File: src/design/utf8v_pkg.sv
package utf8v_pkg;

  // Rule codes for the byte that follows a lead byte
  localparam logic [2:0] RULE_NONE = 3'd0;  // 80..BF
  localparam logic [2:0] RULE_E0   = 3'd1;  // A0..BF
  localparam logic [2:0] RULE_ED   = 3'd2;  // 80..9F
  localparam logic [2:0] RULE_F0   = 3'd3;  // 90..BF
  localparam logic [2:0] RULE_F4   = 3'd4;  // 80..8F

  // Byte boundaries
  localparam logic [7:0] ASCII_LIMIT = 8'h80;
  localparam logic [7:0] LEAD2_MIN   = 8'hC2;
  localparam logic [7:0] LEAD3_MIN   = 8'hE0;
  localparam logic [7:0] LEAD4_MIN   = 8'hF0;
  localparam logic [7:0] LEAD_LIMIT  = 8'hF5;
  localparam logic [7:0] LEAD_E0     = 8'hE0;
  localparam logic [7:0] LEAD_ED     = 8'hED;
  localparam logic [7:0] LEAD_F0     = 8'hF0;
  localparam logic [7:0] LEAD_F4     = 8'hF4;
  localparam logic [7:0] CONT_MIN    = 8'h80;
  localparam logic [7:0] CONT_MAX    = 8'hBF;
  localparam logic [7:0] CONT_E0_MIN = 8'hA0;
  localparam logic [7:0] CONT_ED_MAX = 8'h9F;
  localparam logic [7:0] CONT_F0_MIN = 8'h90;
  localparam logic [7:0] CONT_F4_MAX = 8'h8F;

  // Per-string decoder state
  typedef struct packed {
    logic [1:0] pend;     // continuation bytes still owed
    logic [2:0] rule;     // range rule for the next continuation byte
    logic       failed;   // sticky error
  } utf8v_state_t;

  localparam utf8v_state_t STATE_CLEAR = '{pend: 2'd0, rule: RULE_NONE, failed: 1'b0};

endpackage

File: src/design/utf8v_step.sv
module utf8v_step (
  input  utf8v_pkg::utf8v_state_t state_cur,
  input  logic [7:0]              data_byte,
  input  logic                    has_byte,
  output utf8v_pkg::utf8v_state_t state_nxt,
  output logic                    verdict
);
  import utf8v_pkg::*;

  logic [7:0] lo;
  logic [7:0] hi;

  // Allowed window for a continuation byte
  always_comb begin
    lo = CONT_MIN;
    hi = CONT_MAX;
    unique case (state_cur.rule)
      RULE_E0: lo = CONT_E0_MIN;
      RULE_ED: hi = CONT_ED_MAX;
      RULE_F0: lo = CONT_F0_MIN;
      RULE_F4: hi = CONT_F4_MAX;
      default: ;
    endcase
  end

  // One word of state update
  always_comb begin
    state_nxt = state_cur;
    if (has_byte && !state_cur.failed) begin
      if (state_cur.pend == 2'd0) begin
        // lead byte
        priority if (data_byte < ASCII_LIMIT) begin
          state_nxt = state_cur;
        end else if (data_byte < LEAD2_MIN) begin
          state_nxt.failed = 1'b1;
        end else if (data_byte < LEAD3_MIN) begin
          state_nxt.pend = 2'd1;
          state_nxt.rule = RULE_NONE;
        end else if (data_byte < LEAD4_MIN) begin
          state_nxt.pend = 2'd2;
          state_nxt.rule = (data_byte == LEAD_E0) ? RULE_E0 :
                           (data_byte == LEAD_ED) ? RULE_ED : RULE_NONE;
        end else if (data_byte < LEAD_LIMIT) begin
          state_nxt.pend = 2'd3;
          state_nxt.rule = (data_byte == LEAD_F0) ? RULE_F0 :
                           (data_byte == LEAD_F4) ? RULE_F4 : RULE_NONE;
        end else begin
          state_nxt.failed = 1'b1;
        end
      end else begin
        // continuation byte
        if (data_byte < lo || data_byte > hi) begin
          state_nxt.failed = 1'b1;
        end else begin
          state_nxt.rule = RULE_NONE;
          state_nxt.pend = state_cur.pend - 2'd1;
        end
      end
    end
  end

  assign verdict = !state_nxt.failed && (state_nxt.pend == 2'd0);

endmodule

File: src/design/utf8_stream_validator.sv
// UTF-8 stream validator. Takes one byte word per cycle on the in_ channel; a
// word with in_end_of_string set closes the string (its byte, if in_has_byte is
// set, counts first; a bare end marker is allowed, so an empty string is valid)
// and one verdict word follows on out_string_valid. Rejects stray continuation
// bytes, lead bytes C0, C1 and F5..FF, overlong forms, surrogates, code points
// above 10FFFF and sequences cut short. An end word passes through the input
// register and then the verdict register; throughput is one word per cycle, set
// by the combinational state update between the input register and the state
// register. Only an uncollected verdict stalls the input side.
module utf8_stream_validator (
  input  logic       clk,
  input  logic       rst_n,
  input  logic       in_valid,
  output logic       in_ready,
  input  logic [7:0] in_data_byte,
  input  logic       in_has_byte,
  input  logic       in_end_of_string,
  output logic       out_valid,
  input  logic       out_ready,
  output logic       out_string_valid
);
  import utf8v_pkg::*;

  logic         in_v_r;
  logic [7:0]   byte_r;
  logic         has_r;
  logic         end_r;
  utf8v_state_t state_r;
  utf8v_state_t state_nxt;
  logic         verdict;
  logic         out_v_r;
  logic         out_sv_r;
  logic         out_free;
  logic         adv;

  // Handshake: the stage holding a word moves on unless it ends a string and
  // the verdict register is still full
  assign out_free = !out_v_r || out_ready;
  assign adv      = in_v_r && (!end_r || out_free);
  assign in_ready = !in_v_r || adv;

  // Input register
  always_ff @(posedge clk) begin
    if (!rst_n) begin
      in_v_r <= 1'b0;
    end else if (in_ready) begin
      in_v_r <= in_valid;
    end
  end

  always_ff @(posedge clk) begin
    if (in_valid && in_ready) begin
      byte_r <= in_data_byte;
      has_r  <= in_has_byte;
      end_r  <= in_end_of_string;
    end
  end

  utf8v_step u_step (
    .state_cur (state_r),
    .data_byte (byte_r),
    .has_byte  (has_r),
    .state_nxt (state_nxt),
    .verdict   (verdict)
  );

  // Decoder state; cleared after each verdict
  always_ff @(posedge clk) begin
    if (!rst_n) begin
      state_r <= STATE_CLEAR;
    end else if (adv) begin
      state_r <= end_r ? STATE_CLEAR : state_nxt;
    end
  end

  // Verdict register
  always_ff @(posedge clk) begin
    if (!rst_n) begin
      out_v_r <= 1'b0;
    end else if (adv && end_r) begin
      out_v_r <= 1'b1;
    end else if (out_ready) begin
      out_v_r <= 1'b0;
    end
  end

  always_ff @(posedge clk) begin
    if (adv && end_r) begin
      out_sv_r <= verdict;
    end
  end

  assign out_valid        = out_v_r;
  assign out_string_valid = out_sv_r;

endmodule

File: config.mk
export PLATFORM = sky130hd
export DESIGN_NAME = utf8_stream_validator
export DESIGN_NICKNAME = d
export VERILOG_FILES = /design/src/design/utf8v_pkg.sv /design/src/design/utf8v_step.sv /design/src/design/utf8_stream_validator.sv
export SDC_FILE = /design/constraint.sdc
export NUM_CORES = 1
export LEC_CHECK = 0
export ABC_AREA = 1
export ABC_CLOCK_PERIOD_IN_PS = 2250
export BUFFER_PORTS_ARGS = -buffer_cell sky130_fd_sc_hd__clkbuf_2
export CORE_UTILIZATION = 55
export DETAILED_ROUTE_END_ITERATION = 6
export PLACE_DENSITY = 0.78
export SYNTH_ARGS = -nofsm -noshare
export SYNTH_HDL_FRONTEND = slang
export SYNTH_SLANG_ARGS = --single-unit
File: constraint.sdc
create_clock -name clk -period 2.25 [get_ports clk]
set_clock_uncertainty 0.1 [all_clocks]
set_input_delay 0.225 -clock clk [delete_from_list [all_inputs] [get_ports clk]]
set_output_delay 0.225 -clock clk [all_outputs]
set_load 0.01 [all_outputs]
==> impl_metrics.ini, run 1 <==
[run_status]
status = finished, final reports clean

[sta]
period_share = 0.883
grt_setup_unrepaired = false
setup_viol = 0
drv_slew = 0
fin_setup_tns_ns = 0
worstMarginPinSlew_ns = 0.343
fmax_ghz = 0.503
relSlewSlack = 0.771
min_period_ns = 1.99
hold_viol = 0

[setup_path]
reg2regPathDepth = 15
crit_required_ns = 2.22
cp.arrival_ns = 1.96
critPathLaunchType = flop
end_kind = flop
critPathKind = reg2reg
crit_fanout = 5
crit_slowest_cell = dfxtp_1
crit_family = simple AND/OR/NAND/NOR gates
max_stage_delay_ns = 0.40
crit_chain = inv_1 > nand2_1 > o21ai_0 > ha_1 > inv_1 > nor2_1 > nand2_1 > nand2_2 > nand3_2 > nand2_1 > nand3_1 > nand2_1 > nand2_1 > nand2_1 > nor2_1
cp_common_cell = nand2_1
path_buf_inv = 2
cp.depth = 15

[grt]
grt_pass1_wl_um = 3500
grt_pass1_vias = 863
track_usage = 0.232
antenna_found_initial = 0
overflow = 0
grt_max_degree = 11

[route]
drt_wl_total_um = 2200
ant_nets = 0
dr.pass1.iters = 5
drc = 0
vias = 983
drtIter0Drc = 31
vias_per_cell = 5.04
avgRoutedWirePerCell_um = 11.3

[placed_design]
gp_congestion = 0.859
dpl-instance-area_mm2 = 0.00121
port_buffers = 16
place_hpwl_um = 1590
place_inst = 184

[synth]
avgSynthCellArea_um2 = 7.66
synth_area_mm2 = 0.00109
ys_warn_count = 0
synth_fp_nets = 161
ys_ff_latch = 19
syn_inst = 143
synth_cell_types = 22
yosysSeqAreaShare = 0.448

[floorplanning]
ios = 17
die_x_um = 46.6
dieArea_mm2 = 0.00217
die_h_um = 46.6
coreArea_mm2 = 0.00180
start_util = 0.608
num_rows = 15

[cts]
holdBufCountCts = 7
insertion_delay_ns = 0.30
cts_tree = yes
htree_levels = 1
post_cts_buffers = 0
cts_sinks = 19
root_buffer = clkbuf_4
numCtsBuffers = 3
clockBufferDepth = 2
clkSlewWorstSetupHoldPaths_ns = 0.11
cts.repair.resized = 0

[flow_run]
max_cap_viol_count = 0

[power_and_ir_drop]
p_leak_nw = 0.608
swShare = 0.274
p_clk_frac = 0.246
power_frac_comb = 0.180
seqPwrFrac = 0.574
p_per_area_mw_per_mm2 = 539
peakVddDrop_uv = 458
p_sw_mw = 0.193
p_int_mw = 0.510
total_power_mw = 0.703

[cells_and_area]
fill_cells = 148
multi_input_area_um2 = 529
antenna_cells = 0
drive_above_1_share = 0.224
final_common_cell = nand2_1
final_nets = 189
fin_util = 0.723
final_cells = 195
mostFrequentLayoutCells = 30 x nand2_1, 22 x nor2_1, 17 x inv_1
ff_latch_area_um2 = 490
area_delta_synth_final_pct = 19.0
finalInstanceArea_mm2 = 0.00130

[hold_path]
hold_path_depth = 1
hp-class = in2reg
==> cell usage after synthesis <==
cell	n	area, um^2
ha_1	4	50.1
edfxtp_1	11	330
inv_1	17	63.8
nor3_1	2	10.0
a22oi_1	1	7.51
inv_2	3	11.3
nand3_2	2	20.0
o21ai_1	3	15.0
nand3_1	11	55.1
a21boi_1	1	7.51
a21oi_1	7	35.0
dfxtp_1	8	160
nand2_2	11	68.8
nor2_2	1	6.26
nor4_1	1	6.26
nand3b_1	1	7.51
nand4_1	2	12.5
a21oi_2	1	8.76
nor2_1	22	82.6
nand2_1	30	113
o21ai_0	3	15.0
o21ai_2	1	8.76
==> per-layer routing <==
layer  track usage  part of all wire
met5             0                 0
met4        0.0686             0.015
met3        0.0353             0.036
met2         0.403              0.50
met1         0.294              0.45
==> flip-flops by register name, summed over array words and instances (netlist names) <==
register,cells
end_r,1
byte_r,8
has_r,1
state_r,6
out_string_valid,1
in_v_r,1
out_valid,1
==> power by group through the flow <==
stage / clock network, mW / logic (mW) / registers, mW
after detailed placement: 0 / 0.115 / 0.411
final: 0.173 / 0.127 / 0.403
after global placement: 0 / 0.111 / 0.410
after CTS: 0.171 / 0.125 / 0.403
after floorplan: 0 / 0.0865 / 0.407
after global routing: 0.182 / 0.144 / 0.406
==> stage by stage <==
step / hold slack, ns / setup WS, ns
after global placement: 0.301 / 0.308
after floorplan: 0.224 / 0.419
after detailed placement: 0.304 / 0.259
final: 0.00659 / 0.263
after global routing: 0.00740 / 0.0464
after CTS: 0.00349 / 0.251
==> final cells by class <==
type | count | area share
clock buffer | 4 | 0.0202
inverter | 20 | 0.0576
multi-input combinational | 104 | 0.406
sequential | 19 | 0.377
tap | 25 | 0.0240
timing repair buffer | 23 | 0.115
==> worst register-to-register path: cells and delay by family (launching register included) <==
kind                       cells  cell delay [ns]
adders and majority gates      1             0.29
AOI/OAI and AO/OA              1             0.07
and+or+nand+nor               11             0.79
buffers and inverters          2             0.11
DFF                            1             0.40
==> final timing paths <==
check | startpoint | to | slack, ns
max reg2reg | state_r[1]$_SDFFE_PN0P_ | out_string_valid$_DFFE_PP_ | 0.26
min | in_data_byte[2] | byte_r[2]$_DFFE_PP_ | 0.007
max | state_r[1]$_SDFFE_PN0P_ | out_string_valid$_DFFE_PP_ | 0.26
min reg2reg | state_r[5]$_SDFFE_PN0P_ | state_r[5]$_SDFFE_PN0P_ | 0.38
==> logic make-up (layout without fill, tap and decap cells) <==
group,Yosys count,in the layout,synth area share
flops,19,19,0.448
fa+ha+maj,4,4,0.0457
simple gates,83,83,0.349
buf+inv,20,47,0.0686
compound gates,17,17,0.0891
Power figures use the tool's default switching activity.
==> inputs of run 2 (changes only) <==
Settings changed: ABC_AREA 1 to not set, PLACE_DENSITY 0.78 to 0.77.
==> impl_metrics.ini, run 2 <==
[run_status]
status = complete, but fails checks
violations = negative setup slack

[cells_and_area]
drive_above_1_share = 0.380
antenna_cells = 0
final_common_cell = clkbuf_2
mostFrequentLayoutCells = 16 x clkbuf_2, 15 x buf_4, 11 x edfxtp_1
largest_reg_flops = 8
final_nets = 185
largestRegisters = byte_r (8), state_r (6)
area_delta_synth_final_pct = 42.7
largest-register = byte_r
fin_util = 0.832

[sta]
fmax_ghz = 0.365
setup_ws_ns = -0.487
hold_viol = 0
period_share = 1.22
drv_slew = 0
min_period_ns = 2.74
fin_setup_tns_ns = -1.64
setup_viol = 7
worst_hold_slack_ns = 0.139
relSlewSlack = 0.706
worstMarginPinSlew_ns = 0.435
grt_setup_unrepaired = true

[power_and_ir_drop]
p_leak_nw = 0.635
total_power_mw = 0.712
peakVddDrop_uv = 461
p_per_area_mw_per_mm2 = 441

[floorplanning]
coreArea_mm2 = 0.00194
dieArea_mm2 = 0.00224
num_rows = 16
die_h_um = 47.4
die_x_um = 47.4
ios = 17
start_util = 0.583

[cts]
numCtsBuffers = 3
clockBufferDepth = 2
root_buffer = clkbuf_4
htree_levels = 1
clkSlewWorstSetupHoldPaths_ns = 0.11
cts_tree = yes
insertion_delay_ns = 0.30
cts_sinks = 19

[grt]
grt_pass1_vias = 984
grt_max_degree = 11
overflow = 0
grt_pass1_wl_um = 4440
track_usage = 0.293
antenna_found_initial = 0

[setup_path]
timing.rr.start = state_r[2]$_SDFFE_PN0P_
end_kind = flop
crit_slowest_cell = or4_4
crit_required_ns = 2.20
crit_chain = or3b_4 > ha_4 > nor2_2 > or3_4 > or4_4 > a222oi_1 > buf_4 > nor4b_2
max_stage_delay_ns = 0.45
cp.arrival_ns = 2.69
critPathKind = reg2reg
crit_family = simple AND/OR/NAND/NOR gates
crit_fanout = 3
reg2regPathDepth = 8
reg2reg_to = out_string_valid$_DFFE_PP_
critPathLaunchType = flop
path_buf_inv = 1
regToRegSetupSlack_ns = -0.49

[synth]
async_reset_ff_frac = 0
yosysSeqAreaShare = 0.433
synth_area_mm2 = 0.00113
yosys-top-cells-area = edfxtp_1 29%, dfxtp_1 14%, ha_1 4.4%, o21ai_0 3.5%, nand2_1 3.3%
synth_edf_count = 11
synth_top_area_cell = edfxtp_1
syn_inst = 119
avgSynthCellArea_um2 = 9.52
synth_fp_nets = 137
synth_top_area_share = 0.292
ys_ff_latch = 19
synth_cell_types = 47
ys_warn_count = 0
yosysMostFrequentCell = edfxtp_1
synthTopCellsByCount = 11 x edfxtp_1, 10 x nand2_1, 10 x nor2_1
synthFlopType = edfxtp_1

[placed_design]
place_hpwl_um = 2120
pre_cts_ws_ns = -0.371
gp_congestion = 0.924
port_buffers = 16

[route]
dr.pass1.iters = 4
drc = 0
vias_per_cell = 6.26
vias = 1208
drt_wl_total_um = 3350
drtIter0Drc = 82
avgRoutedWirePerCell_um = 17.4
ant_nets = 0

[hold_path]
hp-start = in_valid
hold_path_depth = 3
min_to = in_v_r$_SDFFE_PN0N_
hp-class = in2reg

[flow_run]
max_cap_viol_count = 0
## run 2: layout make-up
type / instances / area [um^2]
inverter: 6 / 22.5
sequential: 19 / 494
clock buffer: 4 / 26.3
fill: 114 / 327
tap: 27 / 33.8
timing repair buffer: 45 / 338
multi-input combinational: 92 / 701
## run 2: worst max-delay path by stage
stage / depth (start not counted) / slack (ns) / from / end
after floorplan: 7 / -0.32 / state_r[2]$_SDFFE_PN0P_ / out_string_valid$_DFFE_PP_
after global placement: 7 / -0.35 / state_r[2]$_SDFFE_PN0P_ / out_string_valid$_DFFE_PP_
after detailed placement: 7 / -0.37 / state_r[2]$_SDFFE_PN0P_ / out_string_valid$_DFFE_PP_
after CTS: 7 / -0.35 / state_r[2]$_SDFFE_PN0P_ / out_string_valid$_DFFE_PP_
after global routing: 8 / -0.53 / state_r[2]$_SDFFE_PN0P_ / out_string_valid$_DFFE_PP_
final: 8 / -0.49 / state_r[2]$_SDFFE_PN0P_ / out_string_valid$_DFFE_PP_
## run 2: report_power, final
group	switching [mW]	internal [mW]	total (mW)
Clock	0.111	0.0690	0.180
Sequential	0.0162	0.383	0.399
Combinational	0.0664	0.0664	0.133
Total	0.193	0.518	0.712
## run 2: metrics by stage
step,std cells,area (um^2)
3_5_place_dp,176,1380
3_3_place_gp,176,1380
4_1_cts,183,1460
2_1_floorplan,119,1150
5_1_grt,193,1620
6_report,193,1620
## run 2: cells by family after synthesis
group | count (synthesis) | share of synthesized area
buffers and inverters | 8 | 0.0276
xor gates and xnor gates | 1 | 0.00774
adders and majority gates | 4 | 0.0442
AOI/OAI and AO/OA | 32 | 0.198
DFF | 19 | 0.433
and+or+nand+nor | 55 | 0.290
## run 2: what timing repair did
action / in CTS / in global routing
endpoints found under the setup margin: 7 / 7
buffers inserted: 1 / 3
gates resized for setup: 7 / 13
hold endpoints to repair: 2 / 8
hold buffers: 2 / 8
pin swaps: 5 / 6
## run 2: routing by layer
| layer | global-route usage | part of all wire | vias to the layer above |
|---|---|---|---|
| met5 | 0 | 0 | - |
| met4 | 0.109 | 0.016 | 0 |
| li1 | - | - | 552 |
| met3 | 0.0769 | 0.088 | 11 |
| met1 | 0.370 | 0.40 | 556 |
| met2 | 0.479 | 0.50 | 89 |
## run 2: worst reg2reg max path: stages (launching register included)
cell and delay, ns:
dfxtp_2 0.34, or3b_4 0.40, ha_4 0.27, nor2_2 0.04, or3_4 0.33, or4_4 0.45
a222oi_1 0.34, buf_4 0.20, nor4b_2 0.04
==> inputs of run 3 (changes only) <==
Settings changed: SETUP_SLACK_MARGIN set to 0.2, SKIP_LAST_GASP set to 1, SLEW_MARGIN set to 0.
==> impl_metrics.ini, run 3 (synthesis results as in run 2) <==
[placed_design]
port_buffers = 16
place_inst = 176
gp_congestion = 0.929
dpl-instance-area_mm2 = 0.00138
place_hpwl_um = 2040

[floorplanning]
num_rows = 16
coreArea_mm2 = 0.00194
die_h_um = 47.4
ios = 17
start_util = 0.583
dieArea_mm2 = 0.00224
die_x_um = 47.4

[sta]
fmax_ghz = 0.383
min_period_ns = 2.61
setup_ws_ns = -0.364
grt_setup_unrepaired = true
relSlewSlack = 0.716
drv_slew = 0
worst_hold_slack_ns = 0.119
setup_viol = 7
worstMarginPinSlew_ns = 0.421
hold_viol = 0
period_share = 1.16

[setup_path]
crit_chain = buf_4 > xnor2_2 > nor2_1 > ha_1 > nand3_2 > a2bb2oi_2 > or4_4 > a222oi_1 > buf_4 > nor4b_2
crit_required_ns = 2.21
path_buf_inv = 2
reg2reg_to = out_string_valid$_DFFE_PP_
cp-startpoint = state_r[3]$_SDFFE_PN0P_
crit_fanout = 4
cp_common_cell = buf_4
critPathKind = reg2reg
max_stage_delay_ns = 0.54
end_kind = flop
crit_slowest_cell = or4_4
cp.arrival_ns = 2.57
critPathLaunchType = flop
reg2regPathDepth = 10
timing.rr.start = state_r[3]$_SDFFE_PN0P_
regToRegSetupSlack_ns = -0.36
crit_family = simple AND/OR/NAND/NOR gates

[hold_path]
hold_path_depth = 3
hp-class = in2reg
hp-start = in_valid
min_to = in_v_r$_SDFFE_PN0N_

[cells_and_area]
largestRegisters = byte_r (8), state_r (6)
drive_above_1_share = 0.367
final_cells = 193
area_delta_synth_final_pct = 40.8
largest_reg_flops = 8
final_nets = 185
finalInstanceArea_mm2 = 0.00159
mostFrequentLayoutCells = 18 x buf_4, 16 x clkbuf_2, 11 x edfxtp_1
antenna_cells = 0
fin_util = 0.821
final_common_cell = buf_4
largest-register = byte_r

[cts]
cts_sinks = 19
htree_levels = 1
numCtsBuffers = 3
root_buffer = clkbuf_4
clockBufferDepth = 2
clkSlewWorstSetupHoldPaths_ns = 0.11
cts_tree = yes
insertion_delay_ns = 0.30

[power_and_ir_drop]
p_per_area_mw_per_mm2 = 448
peakVddDrop_uv = 492
total_power_mw = 0.714
p_leak_nw = 0.626

[grt]
overflow = 0
antenna_found_initial = 0
grt_max_degree = 11
grt_pass1_vias = 1078
track_usage = 0.308
grt_pass1_wl_um = 4690

[route]
vias_per_cell = 6.23
drc = 0
drtIter0Drc = 100
vias = 1203
drt_wl_total_um = 3510
avgRoutedWirePerCell_um = 18.2
dr.pass1.iters = 6
ant_nets = 0

[run_status]
violations = negative setup slack
status = complete, but fails checks

[flow_run]
max_cap_viol_count = 0
==> run 3: per-layer routing <==
layer | global-route usage | up-vias | share of wire
met5 | 0 | - | 0
met4 | 0.0914 | 0 | 0.032
met3 | 0.0615 | 18 | 0.11
met2 | 0.534 | 101 | 0.50
met1 | 0.383 | 532 | 0.36
li1 | - | 552 | -
==> run 3: metrics by stage <==
step / TNS, ns / setup WS, ns
after floorplan: -0.671 / -0.321
after global placement: -1.09 / -0.350
after detailed placement: -1.30 / -0.412
after CTS: -1.09 / -0.359
after global routing: -1.88 / -0.428
final: -1.42 / -0.364
==> run 3: repair_timing <==
action,CTS,global route
cloned,0,0
hold buffers,8,2
endpoints found under the setup margin,7,7
resized for setup,8,6
buffers inserted,2,1
pin swaps,10,4
endpoints found under the hold margin,8,2
==> run 3: cell type report <==
class                      count  area, um^2
multi-input combinational     92         691
sequential                    19         494
fill                         115         348
timing repair buffer          45         327
tap                           27        33.8
clock buffer                   4        26.3
inverter                       6        22.5
==> run 3: where the power goes <==
part | leakage (nW) | internal [mW] | switching (mW) | total, mW
registers | 0.173 | 0.383 | 0.0179 | 0.401
clock network | 0.0150 | 0.0693 | 0.110 | 0.179
logic | 0.438 | 0.0657 | 0.0681 | 0.134
==> run 3: how the worst max path moves through the flow <==
stage	to	depth (start not counted)
floorplan	out_string_valid$_DFFE_PP_	7
global placement	out_string_valid$_DFFE_PP_	7
detailed placement	out_string_valid$_DFFE_PP_	7
CTS	out_string_valid$_DFFE_PP_	8
global route	out_string_valid$_DFFE_PP_	10
finish	out_string_valid$_DFFE_PP_	10
==> run 3: tightest hold or removal path, delay by kind of cell <==
family / cells / cell delay [ns]
buffers and inverters: 2 / 0.18
AOI/OAI and AO/OA: 1 / 0.08
